<file path="src/hdl/ucc_pkg.sv">
// Shared types and constants for the epoch-seconds / calendar converter.
// No dependencies; used by ucc_month_find and unix_seconds_calendar_convert_top.

package ucc_pkg;

   typedef enum logic {
      KIND_SPLIT = 1'b0,   // seconds -> calendar
      KIND_JOIN  = 1'b1    // calendar -> seconds
   } kind_type;

   typedef struct packed {
      kind_type    kind;
      logic [31:0] in_seconds;
      logic [11:0] in_year;
      logic [3:0]  in_month;
      logic [4:0]  in_day;
      logic [4:0]  in_hour;
      logic [5:0]  in_minute;
      logic [5:0]  in_second;
   } req_type;

   typedef struct packed {
      logic [31:0] out_seconds;
      logic [11:0] out_year;
      logic [3:0]  out_month;
      logic [4:0]  out_day;
      logic [4:0]  out_hour;
      logic [5:0]  out_minute;
      logic [5:0]  out_second;
      logic        valid_res;
   } rsp_type;

   localparam int MonthsPerCycle = 48;

   localparam logic [11:0] FirstYear = 12'd1970;
   localparam logic [11:0] LastYear  = 12'd2099;

   localparam logic [16:0] SecPerDay   = 17'd86400;
   localparam logic [10:0] DaysPerCycle = 11'd1461;
   localparam logic [8:0]  DaysPerYear = 9'd365;

   // reciprocals for constant division, q = (x * M) >> K
   localparam logic [25:0] RecipDay    = 26'd50903317;  // /675 after >>7, K=35
   localparam logic [16:0] RecipCycle  = 17'd91868;     // /1461, K=27
   localparam logic [15:0] RecipMin    = 16'd34953;     // /15 after >>2, K=19
   localparam logic [13:0] RecipHour   = 14'd9321;      // /225 after >>4, K=21

   // first day of each month within the four-year cycle (1970 = year 0, 1972 leap)
   localparam logic [10:0] MonthStart [MonthsPerCycle] = '{
      11'd0,    11'd31,   11'd59,   11'd90,   11'd120,  11'd151,
      11'd181,  11'd212,  11'd243,  11'd273,  11'd304,  11'd334,
      11'd365,  11'd396,  11'd424,  11'd455,  11'd485,  11'd516,
      11'd546,  11'd577,  11'd608,  11'd638,  11'd669,  11'd699,
      11'd730,  11'd761,  11'd790,  11'd821,  11'd851,  11'd882,
      11'd912,  11'd943,  11'd974,  11'd1004, 11'd1035, 11'd1065,
      11'd1096, 11'd1127, 11'd1155, 11'd1186, 11'd1216, 11'd1247,
      11'd1277, 11'd1308, 11'd1339, 11'd1369, 11'd1400, 11'd1430
   };

   // day of year (1-based) of the first of a month, non-leap year
   function automatic logic [8:0] first_doy(input logic [3:0] month);
      logic [8:0] doy;
      unique case (month)
         4'd1:    doy = 9'd1;
         4'd2:    doy = 9'd32;
         4'd3:    doy = 9'd60;
         4'd4:    doy = 9'd91;
         4'd5:    doy = 9'd121;
         4'd6:    doy = 9'd152;
         4'd7:    doy = 9'd182;
         4'd8:    doy = 9'd213;
         4'd9:    doy = 9'd244;
         4'd10:   doy = 9'd274;
         4'd11:   doy = 9'd305;
         4'd12:   doy = 9'd335;
         default: doy = 9'd0;
      endcase
      return doy;
   endfunction

endpackage

</file>
<file path="src/hdl/ucc_month_find.sv">
// Month lookup within the four-year cycle: day of cycle -> month index 0..47.
// Depends on ucc_pkg (MonthStart table).

module ucc_month_find import ucc_pkg::*; (
   input  logic [10:0] cycle_day,
   output logic [5:0]  month_index
);

   // starts are ascending, so the last start not above the day wins
   always_comb begin
      month_index = '0;
      for (int k = 1; k < MonthsPerCycle; k++) begin
         if (cycle_day >= MonthStart[k]) begin
            month_index = 6'(k);
         end
      end
   end

endmodule

</file>
<file path="src/hdl/unix_seconds_calendar_convert_top.sv">
// Epoch-seconds <-> calendar converter, top level.
// Depends on ucc_pkg and ucc_month_find.
//
// Usage:
//   req_* carries one conversion per beat. kind KIND_SPLIT turns in_seconds
//   into year/month/day/hour/minute/second; kind KIND_JOIN turns the
//   calendar fields into out_seconds, with valid_res low (and all fields
//   zero) when the year is outside 1970..2099 or the month outside 1..12.
//   Fields that a kind does not produce come back zero.
//   rsp_* returns exactly one beat per request, in order.
// Timing:
//   Five-register pipeline (input register, three work stages, result
//   register). One beat per cycle sustained while rsp_stall is low; the
//   constant-reciprocal multiplies sit in the first three logic stages,
//   with the month compare bank in the third.
// Stall:
//   Each stage advances when it is empty or the next one advances, so
//   bubbles are squeezed out; with rsp_stall held high the pipe fills and
//   req_stall rises once all five registers hold beats.
// Reset:
//   Synchronous reset empties the pipeline; the data registers are not reset.

module unix_seconds_calendar_convert_top import ucc_pkg::*; (
   input  logic    clock,
   input  logic    reset,
   input  logic    req_valid,
   output logic    req_stall,
   input  req_type req_data,
   output logic    rsp_valid,
   input  logic    rsp_stall,
   output rsp_type rsp_data
);

   typedef struct packed {
      kind_type           kind;
      logic [31:0]        secs;
      logic [15:0]        days;
      logic [16:0]        cal_days;   // day count + 2, before the offset
      logic signed [18:0] cal_tod;    // time of day minus two days
      logic               cal_ok;
   } st1_type;

   typedef struct packed {
      kind_type    kind;
      logic [15:0] days;
      logic [5:0]  cycle;
      logic [16:0] rem;
      logic [31:0] secs_out;
      logic        cal_ok;
   } st2_type;

   typedef struct packed {
      kind_type    kind;
      logic [5:0]  cycle;
      logic [10:0] cday;
      logic [5:0]  midx;
      logic [16:0] rem;
      logic [10:0] mins;
      logic [4:0]  hour;
      logic [31:0] secs_out;
      logic        cal_ok;
   } st3_type;

   localparam logic signed [18:0] TwoDays = 19'sd172800;

   req_type st0_ff;
   st1_type st1_ff, st1_in;
   st2_type st2_ff, st2_in;
   st3_type st3_ff, st3_in;
   rsp_type rsp_ff, rsp_in;

   logic v0_ff, v1_ff, v2_ff, v3_ff, rsp_valid_ff;
   logic en0, en1, en2, en3, en4;

   // ---------------- flow control ----------------
   assign en4 = !rsp_valid_ff || !rsp_stall;
   assign en3 = !v3_ff || en4;
   assign en2 = !v2_ff || en3;
   assign en1 = !v1_ff || en2;
   assign en0 = !v0_ff || en1;

   assign req_stall = !en0;
   assign rsp_valid = rsp_valid_ff;
   assign rsp_data  = rsp_ff;

   always_ff @(posedge clock) begin
      if (reset) begin
         v0_ff        <= 1'b0;
         v1_ff        <= 1'b0;
         v2_ff        <= 1'b0;
         v3_ff        <= 1'b0;
         rsp_valid_ff <= 1'b0;
      end else begin
         if (en0) v0_ff        <= req_valid;
         if (en1) v1_ff        <= v0_ff;
         if (en2) v2_ff        <= v1_ff;
         if (en3) v3_ff        <= v2_ff;
         if (en4) rsp_valid_ff <= v3_ff;
      end
   end

   always_ff @(posedge clock) begin
      if (en0) st0_ff <= req_data;
      if (en1) st1_ff <= st1_in;
      if (en2) st2_ff <= st2_in;
      if (en3) st3_ff <= st3_in;
      if (en4) rsp_ff <= rsp_in;
   end

   // ---------------- stage 1: days of epoch / calendar day count ----------------
   logic [50:0] day_prod;
   logic [7:0]  yr_off;
   logic [8:0]  yr_off1;
   logic        leap_adj;
   logic [16:0] tod_sum;

   always_comb begin
      day_prod = 51'(st0_ff.in_seconds[31:7]) * 51'(RecipDay);
      yr_off   = 8'(st0_ff.in_year - FirstYear);
      yr_off1  = {1'b0, yr_off} + 9'd1;
      leap_adj = (st0_ff.in_year[1:0] == 2'b00) && (st0_ff.in_month >= 4'd3);
      tod_sum  = 17'(st0_ff.in_hour * 17'd3600) + 17'(st0_ff.in_minute * 17'd60)
               + 17'(st0_ff.in_second);

      st1_in.kind     = st0_ff.kind;
      st1_in.secs     = st0_ff.in_seconds;
      st1_in.days     = day_prod[50:35];
      st1_in.cal_days = 17'({9'd0, yr_off} * 17'(DaysPerYear))
                      + 17'(yr_off1[8:2])
                      + 17'(first_doy(st0_ff.in_month))
                      + 17'(st0_ff.in_day)
                      + 17'(leap_adj);
      st1_in.cal_tod  = $signed({2'b00, tod_sum}) - TwoDays;
      st1_in.cal_ok   = (st0_ff.in_year >= FirstYear) && (st0_ff.in_year <= LastYear)
                     && (st0_ff.in_month >= 4'd1) && (st0_ff.in_month <= 4'd12);
   end

   // ---------------- stage 2: remainder, cycle count, joined seconds ----------------
   logic [32:0]        day_secs;
   logic [32:0]        cyc_prod;
   logic [33:0]        cal_prod;
   logic signed [35:0] cal_total;

   always_comb begin
      day_secs  = 33'(st1_ff.days) * 33'(SecPerDay);
      cyc_prod  = 33'(st1_ff.days) * 33'(RecipCycle);
      cal_prod  = 34'(st1_ff.cal_days) * 34'(SecPerDay);
      cal_total = $signed({2'b00, cal_prod}) + 36'(st1_ff.cal_tod);

      st2_in.kind  = st1_ff.kind;
      st2_in.days  = st1_ff.days;
      st2_in.cycle = cyc_prod[32:27];
      st2_in.rem   = 17'({1'b0, st1_ff.secs} - day_secs);
      st2_in.cal_ok = st1_ff.cal_ok;
      // clamp to the 32-bit range: before the epoch reads as zero, past it as all ones
      priority if (cal_total[35]) begin
         st2_in.secs_out = '0;
      end else if (|cal_total[34:32]) begin
         st2_in.secs_out = '1;
      end else begin
         st2_in.secs_out = cal_total[31:0];
      end
   end

   // ---------------- stage 3: day of cycle, month, minutes, hours ----------------
   logic [16:0] cyc_days;
   logic [10:0] cday;
   logic [5:0]  midx;
   logic [30:0] min_prod;
   logic [26:0] hour_prod;

   assign cyc_days = 17'(st2_ff.cycle) * 17'(DaysPerCycle);
   assign cday     = 11'({1'b0, st2_ff.days} - cyc_days);

   ucc_month_find u_month_find (
      .cycle_day   (cday),
      .month_index (midx)
   );

   always_comb begin
      min_prod  = 31'(st2_ff.rem[16:2]) * 31'(RecipMin);
      hour_prod = 27'(st2_ff.rem[16:4]) * 27'(RecipHour);

      st3_in.kind     = st2_ff.kind;
      st3_in.cycle    = st2_ff.cycle;
      st3_in.cday     = cday;
      st3_in.midx     = midx;
      st3_in.rem      = st2_ff.rem;
      st3_in.mins     = min_prod[29:19];
      st3_in.hour     = hour_prod[25:21];
      st3_in.secs_out = st2_ff.secs_out;
      st3_in.cal_ok   = st2_ff.cal_ok;
   end

   // ---------------- stage 4: field assembly ----------------
   logic [1:0]  yr_in_cycle;
   logic [5:0]  mon_base;
   logic [10:0] hour_mins;
   logic [16:0] min_secs;

   always_comb begin
      priority if (st3_ff.midx >= 6'd36) begin
         yr_in_cycle = 2'd3;
      end else if (st3_ff.midx >= 6'd24) begin
         yr_in_cycle = 2'd2;
      end else if (st3_ff.midx >= 6'd12) begin
         yr_in_cycle = 2'd1;
      end else begin
         yr_in_cycle = 2'd0;
      end
      mon_base  = 6'(yr_in_cycle * 6'd12);
      hour_mins = 11'(st3_ff.hour) * 11'd60;
      min_secs  = 17'(st3_ff.mins) * 17'd60;

      rsp_in = '0;
      unique case (st3_ff.kind)
         KIND_SPLIT: begin
            rsp_in.out_year   = FirstYear + 12'({st3_ff.cycle, 2'b00}) + 12'(yr_in_cycle);
            rsp_in.out_month  = 4'(st3_ff.midx - mon_base + 6'd1);
            rsp_in.out_day    = 5'(st3_ff.cday - MonthStart[st3_ff.midx] + 11'd1);
            rsp_in.out_hour   = st3_ff.hour;
            rsp_in.out_minute = 6'(st3_ff.mins - hour_mins);
            rsp_in.out_second = 6'(st3_ff.rem - min_secs);
            rsp_in.valid_res  = 1'b1;
         end
         KIND_JOIN: begin
            if (st3_ff.cal_ok) begin
               rsp_in.out_seconds = st3_ff.secs_out;
               rsp_in.valid_res   = 1'b1;
            end
         end
         default: rsp_in = '0;
      endcase
   end

   // ---------------- checks ----------------
   a_invalid_zero: assert property (@(posedge clock) disable iff (reset)
      rsp_valid && !rsp_data.valid_res |-> rsp_data == '0)
      else $error("invalid result carries nonzero fields");

   a_split_fields: assert property (@(posedge clock) disable iff (reset)
      rsp_valid && rsp_data.out_year != '0 |->
         rsp_data.out_seconds == '0 && rsp_data.out_month >= 4'd1
         && rsp_data.out_month <= 4'd12 && rsp_data.out_day >= 5'd1
         && rsp_data.out_hour <= 5'd23 && rsp_data.out_minute <= 6'd59
         && rsp_data.out_second <= 6'd59)
      else $error("calendar fields out of range");

   a_flow: assert property (@(posedge clock) disable iff (reset)
      !rsp_stall |-> !req_stall)
      else $error("input stalled while output drains");

endmodule
</file>
<file path="config.mk">
export PLATFORM = sky130hd
export DESIGN_NAME = unix_seconds_calendar_convert_top
export DESIGN_NICKNAME = d
export VERILOG_FILES = /design/src/hdl/ucc_pkg.sv /design/src/hdl/ucc_month_find.sv /design/src/hdl/unix_seconds_calendar_convert_top.sv
export SDC_FILE = /design/constraint.sdc
export NUM_CORES = 2
export LEC_CHECK = 0
export BUFFER_PORTS_ARGS = -buffer_cell sky130_fd_sc_hd__buf_4
export CORE_AREA = 4 4 362 186
export CTS_CLUSTER_DIAMETER = 30
export DETAILED_ROUTE_END_ITERATION = 6
export DIE_AREA = 0 0 366 190
export PLACE_DENSITY = 0.83
export SKIP_LAST_GASP = 1
export SLEW_MARGIN = 5
export SYNTH_ARGS = -nofsm -noshare
export SYNTH_HDL_FRONTEND = slang
export SYNTH_SLANG_ARGS = --single-unit
</file>
<file path="constraint.sdc">
create_clock -name clock -period 7 [get_ports clock]
set_clock_uncertainty 0.05 [all_clocks]
set_input_delay 1.05 -clock clock [delete_from_list [all_inputs] [get_ports clock]]
set_output_delay 1.05 -clock clock [all_outputs]
set_load 0.05 [all_outputs]
</file>
==> Word-level counts from Yosys, hierarchy flattened <==
Memory sizes are Yosys's and may differ from the RTL's. A register that Yosys moved wholly into a read port is not among the register bits.
Index checks and enable logic that the tools add are counted.
{ "op_classes": {"n_lt_le_gt_ge": 56, "n_mul": 13, "n_addsub": 20, "muxes": 55, "reduce_logical": 23, "bitwise": 2} }
{ "ops": {"columns": ["cell", "count"], "rows": [
  ["$ge A11 B10 Y1 const B", 17],
  ["$ge A11 B11 Y1 const B", 14],
  ["$mux W5", 18],
  ["$ge A11 B9 Y1 const B", 8],
  ["$mux W4", 17],
  ["$mul A25 B26 Y51 const B", 1],
  ["$ge A11 B8 Y1 const B", 4],
  ["$add A35 B19 Y36", 1],
  ["$mux W32", 1],
  ["$mul A16 B15 Y31 const B", 1],
  ["$mul A15 B16 Y30 const B", 1],
  ["$mul A17 B10 Y27 const B", 1],
  ["$mul A13 B14 Y26 const B", 1],
  ["$mux W3", 8],
  ["$ge A11 B7 Y1 const B", 2],
  ["$sub A17 B18 Y19 const B", 1],
  ["$add A17 B1 Y17", 1],
  ["$add A17 B12 Y17", 1],
  ["$add A17 B5 Y17", 1],
  ["$add A17 B6 Y17", 1],
  ["$add A17 B7 Y17", 1],
  ["$add A17 B9 Y17", 1],
  ["$mul A8 B9 Y17 const B", 1],
  ["$sub A17 B17 Y17", 1],
  ["other kinds (43)", 65]
]} }
{ "totals": {"input_bits": 75, "memories": 2, "ff_bits": 359, "rom_bits": 848, "elab_cells": 217} }
{ "mem_list": {"columns": ["name", "words", "word_bits", "rd", "rd_clocked_by_memory_dff", "write_ports", "line", "source"], "rows": [
  ["(name not given)", 64, 11, 1, 0, 0, "unix_seconds_calendar_convert_top.sv:220", "rsp_in.out_day = 5'(st3_ff.cday - MonthStart[st3_ff.midx] + 11'd1);"],
  ["(name not given)", 16, 9, 1, 1, 0, "ucc_pkg.sv:63", "unique case (month)"]
]} }

==> Longest topological paths before layout <==
{ "depth": {"depth_word": 49, "ltp_mapped": 28} }

==> Hierarchy <==
Synthesis repeated with hierarchy kept, for this count alone.
{ "unflattened": {"cells_unflattened": 3815, "hier_area_um2": 41956.5} }
{ "by_module_without_submodules": {"columns": ["module", "cells_per_inst", "area_each_um2", "instances", "seq_area_each_um2"], "rows": [
  ["unix_seconds_calendar_convert_top", 3614, 40685.3, 1, 10730.3],
  ["ucc_month_find", 201, 1271.2, 1, 0.0]
]} }

==> Worst setup path after synthesis <==
OpenSTA, ideal clock, no wires.
{ "synth_path": {"kind": "register to register", "start": "register st0_ff[50] (netlist name)", "end": "register st1_ff[51] (netlist name) (data pin)", "setup_ps": 258, "arrival_ps": 6079, "stages_incl_launch_ff": 26, "required_ps": 6692, "synth_period_minus_slack_ps": 6387, "slack_ps": 613, "path_cell_list": "edfxtp_1 > inv_1 > ha_1 > inv_1 > fa_1 > ha_1 > inv_1 > fa_1 > inv_1 > fa_1 > inv_1 > fa_1 > inv_1 > fa_1 > ha_1 > and3_1 > a22oi_1 > o211ai_1 > a21o_1 > a21oi_1 > o21ai_0 > a21oi_1 > a211oi_1 > or3_1 > a21oi_1 > xnor2_1"} }
{ "synth_via": {"elab_chain_cells": 1} }
{ "synth_lines": {"columns": ["item", "line", "source"], "rows": [
  ["from (decl)", "unix_seconds_calendar_convert_top.sv:66", "req_type st0_ff;"],
  ["from (signal assigned)", "unix_seconds_calendar_convert_top.sv:103", "if (en0) st0_ff <= req_data;"],
  ["$mul A25 B26 Y51", "unix_seconds_calendar_convert_top.sv:118", "day_prod = 51'(st0_ff.in_seconds[31:7]) * 51'(RecipDay);"],
  ["via day_prod[49]", "unix_seconds_calendar_convert_top.sv:111", "logic [50:0] day_prod;"],
  ["to (signal assigned)", "unix_seconds_calendar_convert_top.sv:104", "if (en1) st1_ff <= st1_in;"],
  ["to (decl)", "unix_seconds_calendar_convert_top.sv:67", "st1_type st1_ff, st1_in;"]
]} }
The timed path passes the listed nets, and every way through them passes these cells.
A chain may end at the register's enable or synchronous reset.

==> Final worst setup path <==
{ "layout_path": {"start": "register st0_ff[66] (netlist name)", "end": "register st1_ff[51] (netlist name) (data pin)"} }
Same word-level chain as after synthesis.

==> results.toml <==
[synth]
synth_fp_nets = 5134
synthDistinctLibCells = 84
synth_top_flop_cell = "edfxtp_1"
yosysTopAreaCell = "ha_1"
yosysMostFrequentCell = "ha_1"
yosys_register_bits = 362
async_flop_share_pct = 0
avgSynthCellArea_sq_um = 10.9
ys_seq_area_share_pct = 26.0
synth_edf_count = 348
netlist_instances = 3770
synth.top_cells.by_area = "ha_1 (26%), edfxtp_1 (25%), fa_1 (21%), inv_1 (7.7%), xnor2_1 (2.9%)"
synth.top_cell.area_share_pct = 25.8
syn_area_sq_um = 41200
synth_common_cells = "ha_1 (850), inv_1 (845), fa_1 (439)"
yosysWarnings = 0

[placed_design]
gp_congestion = 1.03
io_buffers = 147
dp_slack_ns = -0.000615
dp_hpwl_mm = 81.6

[clocking]
clock_sinks = 362
h-tree-depth = 3
clockRootBuffer = "clkbuf_16"
cts_buffers = 66
cts_max_path_buffers = 3
worstSkewPairLatency_ns = 0.65
path_clk_slew_ns = 0.05
hold_buffers = 0
cts_tree = "built"

[cells_and_area]
multi_input_area_sq_um = 27200
fin_nets = 5359
layout-drive-gt1-share_pct = 9.09
nFillCells = 4365
regArea_sq_um = 10700
syn_to_final_growth_pct = 11.5

[setup_path]
crit_top_cell = "fa_1"
start_kind = "register"
path_cells = "buf_4 -> fa_1 -> inv_1 -> fa_1 -> inv_1 -> fa_1 -> inv_1 -> fa_1 -> inv_1 -> fa_1 -> fa_1 -> ha_1 -> nand4_1 -> nor2_1 -> a211oi_2 -> nand2_1 -> a21oi_2 -> o21ai_1 -> a21oi_2 -> a211oi_2 -> or3_1 -> a21oi_1 -> xnor2_1"
cp_top_family = "adder cells"
cp_slowest_cell = "edfxtp_1"
path_max_fanout = 6
cp.arrival_ns = 7.13
path_buf_inv = 5
slowest_delay_ns = 0.54
cp-end-kind = "register"
crit_type = "register to register"
cp.required_ns = 7.32

[sta]
rsz0062_at_grt = "yes"
worst_pin_slew_ns = 1.06
fin_crit_ns = 6.81
drv_slew = 0
setup_viol = 0
finalCritPeriodShare_pct = 97.3
fin_tns_setup_ns = 0
hold_viol = 0
max-slew-margin-rel_pct = 27.1
fin_ws_ns = 0.191
fmax_ghz = 0.147
hold_ws_ns = 0.360

[grt]
grt_pass1_vias = 28900
grt_overflow = 0
grt_antenna_before_repair = 3
grt_max_degree = 72
track_usage_pct = 29.4
grt_pass1_wl_mm = 159

[floorplanning]
core-area_sq_um = 64200
initial_utilization_pct = 64.3
die_w_um = 366
io_pins = 148
die_h_um = 190
rows = 66
dieArea_sq_um = 69500

[run]
cap_violations = 0

[drt]
vias = 28300
vias_per_cell = 5.78
first_iter_violations = 2514
first_pass_iters = 6
avgRoutedWirePerCell_um = 20.5
finalWirelength_mm = 100
drc_errors = 0
ant_nets = 0

[worst_hold_path]
min_path_type = "register to register"

[status]
status = "finished, final reports clean"
final timing paths:
| path | slack, ns | cells past startpoint | to | start |
|---|---|---|---|---|
| worst max register to register | 0.19 | 23 | st1_ff[51] | st0_ff[66] |
| worst min-delay path | 0.36 | 0 | st2_ff[37] | st1_ff[57] |
| worst min register to register | 0.36 | 0 | st2_ff[37] | st1_ff[57] |
| worst max-delay path | 0.19 | 23 | st1_ff[51] | st0_ff[66] |
metal layers:
| metal | GRT usage (%) | part of all wire (%) | wire length [um] |
|---|---|---|---|
| met1 | 44.2 | 47 | 46800 |
| met4 | 5.91 | 1.6 | 1620 |
| met5 | 1.99 | 0.20 | 203 |
| met2 | 39.0 | 38 | 38500 |
| met3 | 12.5 | 13 | 13100 |
stage by stage:
step | utilization [%] | std cells | instance area (sq um)
after floorplan | - | 3770 | 41200
after global placement | 67.9 | 4764 | 43600
after detailed placement | 67.9 | 4764 | 43600
after CTS | 71.4 | 4885 | 45800
after global routing | 71.6 | 4900 | 45900
final | 71.6 | 4900 | 45900
final cells by class:
class                           count  share of cell area, %
Multi-Input combinational cell   2505                   59.1
Sequential cell                   362                   23.4
Inverter                          848                   6.93
Clock buffer                       71                   3.64
Timing Repair Buffer              212                   3.47
Tap cell                          850                   2.31
Clock inverter                     50                   1.14
Antenna cell                        2                 0.0109
placed cells by master (no fill, tap or decap), types with 46 or more instances in the layout:
cell       instances
ha_1             849
inv_1            844
fa_1             439
edfxtp_1         348
buf_4            211
a21oi_1          140
xnor2_1          136
nor2_1           129
nand2_1          115
o21ai_0          108
clkbuf_16         66
a21o_1            57
and3_1            46
xor2_1            46
kinds of logic after synthesis:
family,share of synthesized area [%]
flops,26.0
compound gates,8.46
simple gates,6.00
mux,0.234
buf+inv,8.30
fa+ha+maj,47.1
xor+xnor,3.87
registers in the layout, indices dropped and copies added, names as in the netlist, named ones only:
register / flops
rsp_data: 71
st0_ff: 71
st1_ff: 70
st2_ff: 68
st3_ff: 68
rsp_valid: 1
v0_ff: 1
v1_ff: 1
v2_ff: 1
v3_ff: 1
worst register-to-register path, delay by kind of cell (launching register included):
kind	cells	cell delay, ns
AOI/OAI and AO/OA	6	1.26
xor gates and xnor gates	1	0.09
adders and majority gates	7	3.43
buffers and inverters	5	0.43
DFF	1	0.54
and+or+nand+nor	4	0.77
repair_timing:
item	in CTS	in global routing
pin swaps	0	4
buffers inserted	0	13
gates resized for setup	2	18
endpoints found under the setup margin	2	40
Power is left out: the tool's default activity adds up to more than one toggle a clock period on the data nets, which glitch-free logic cannot reach.
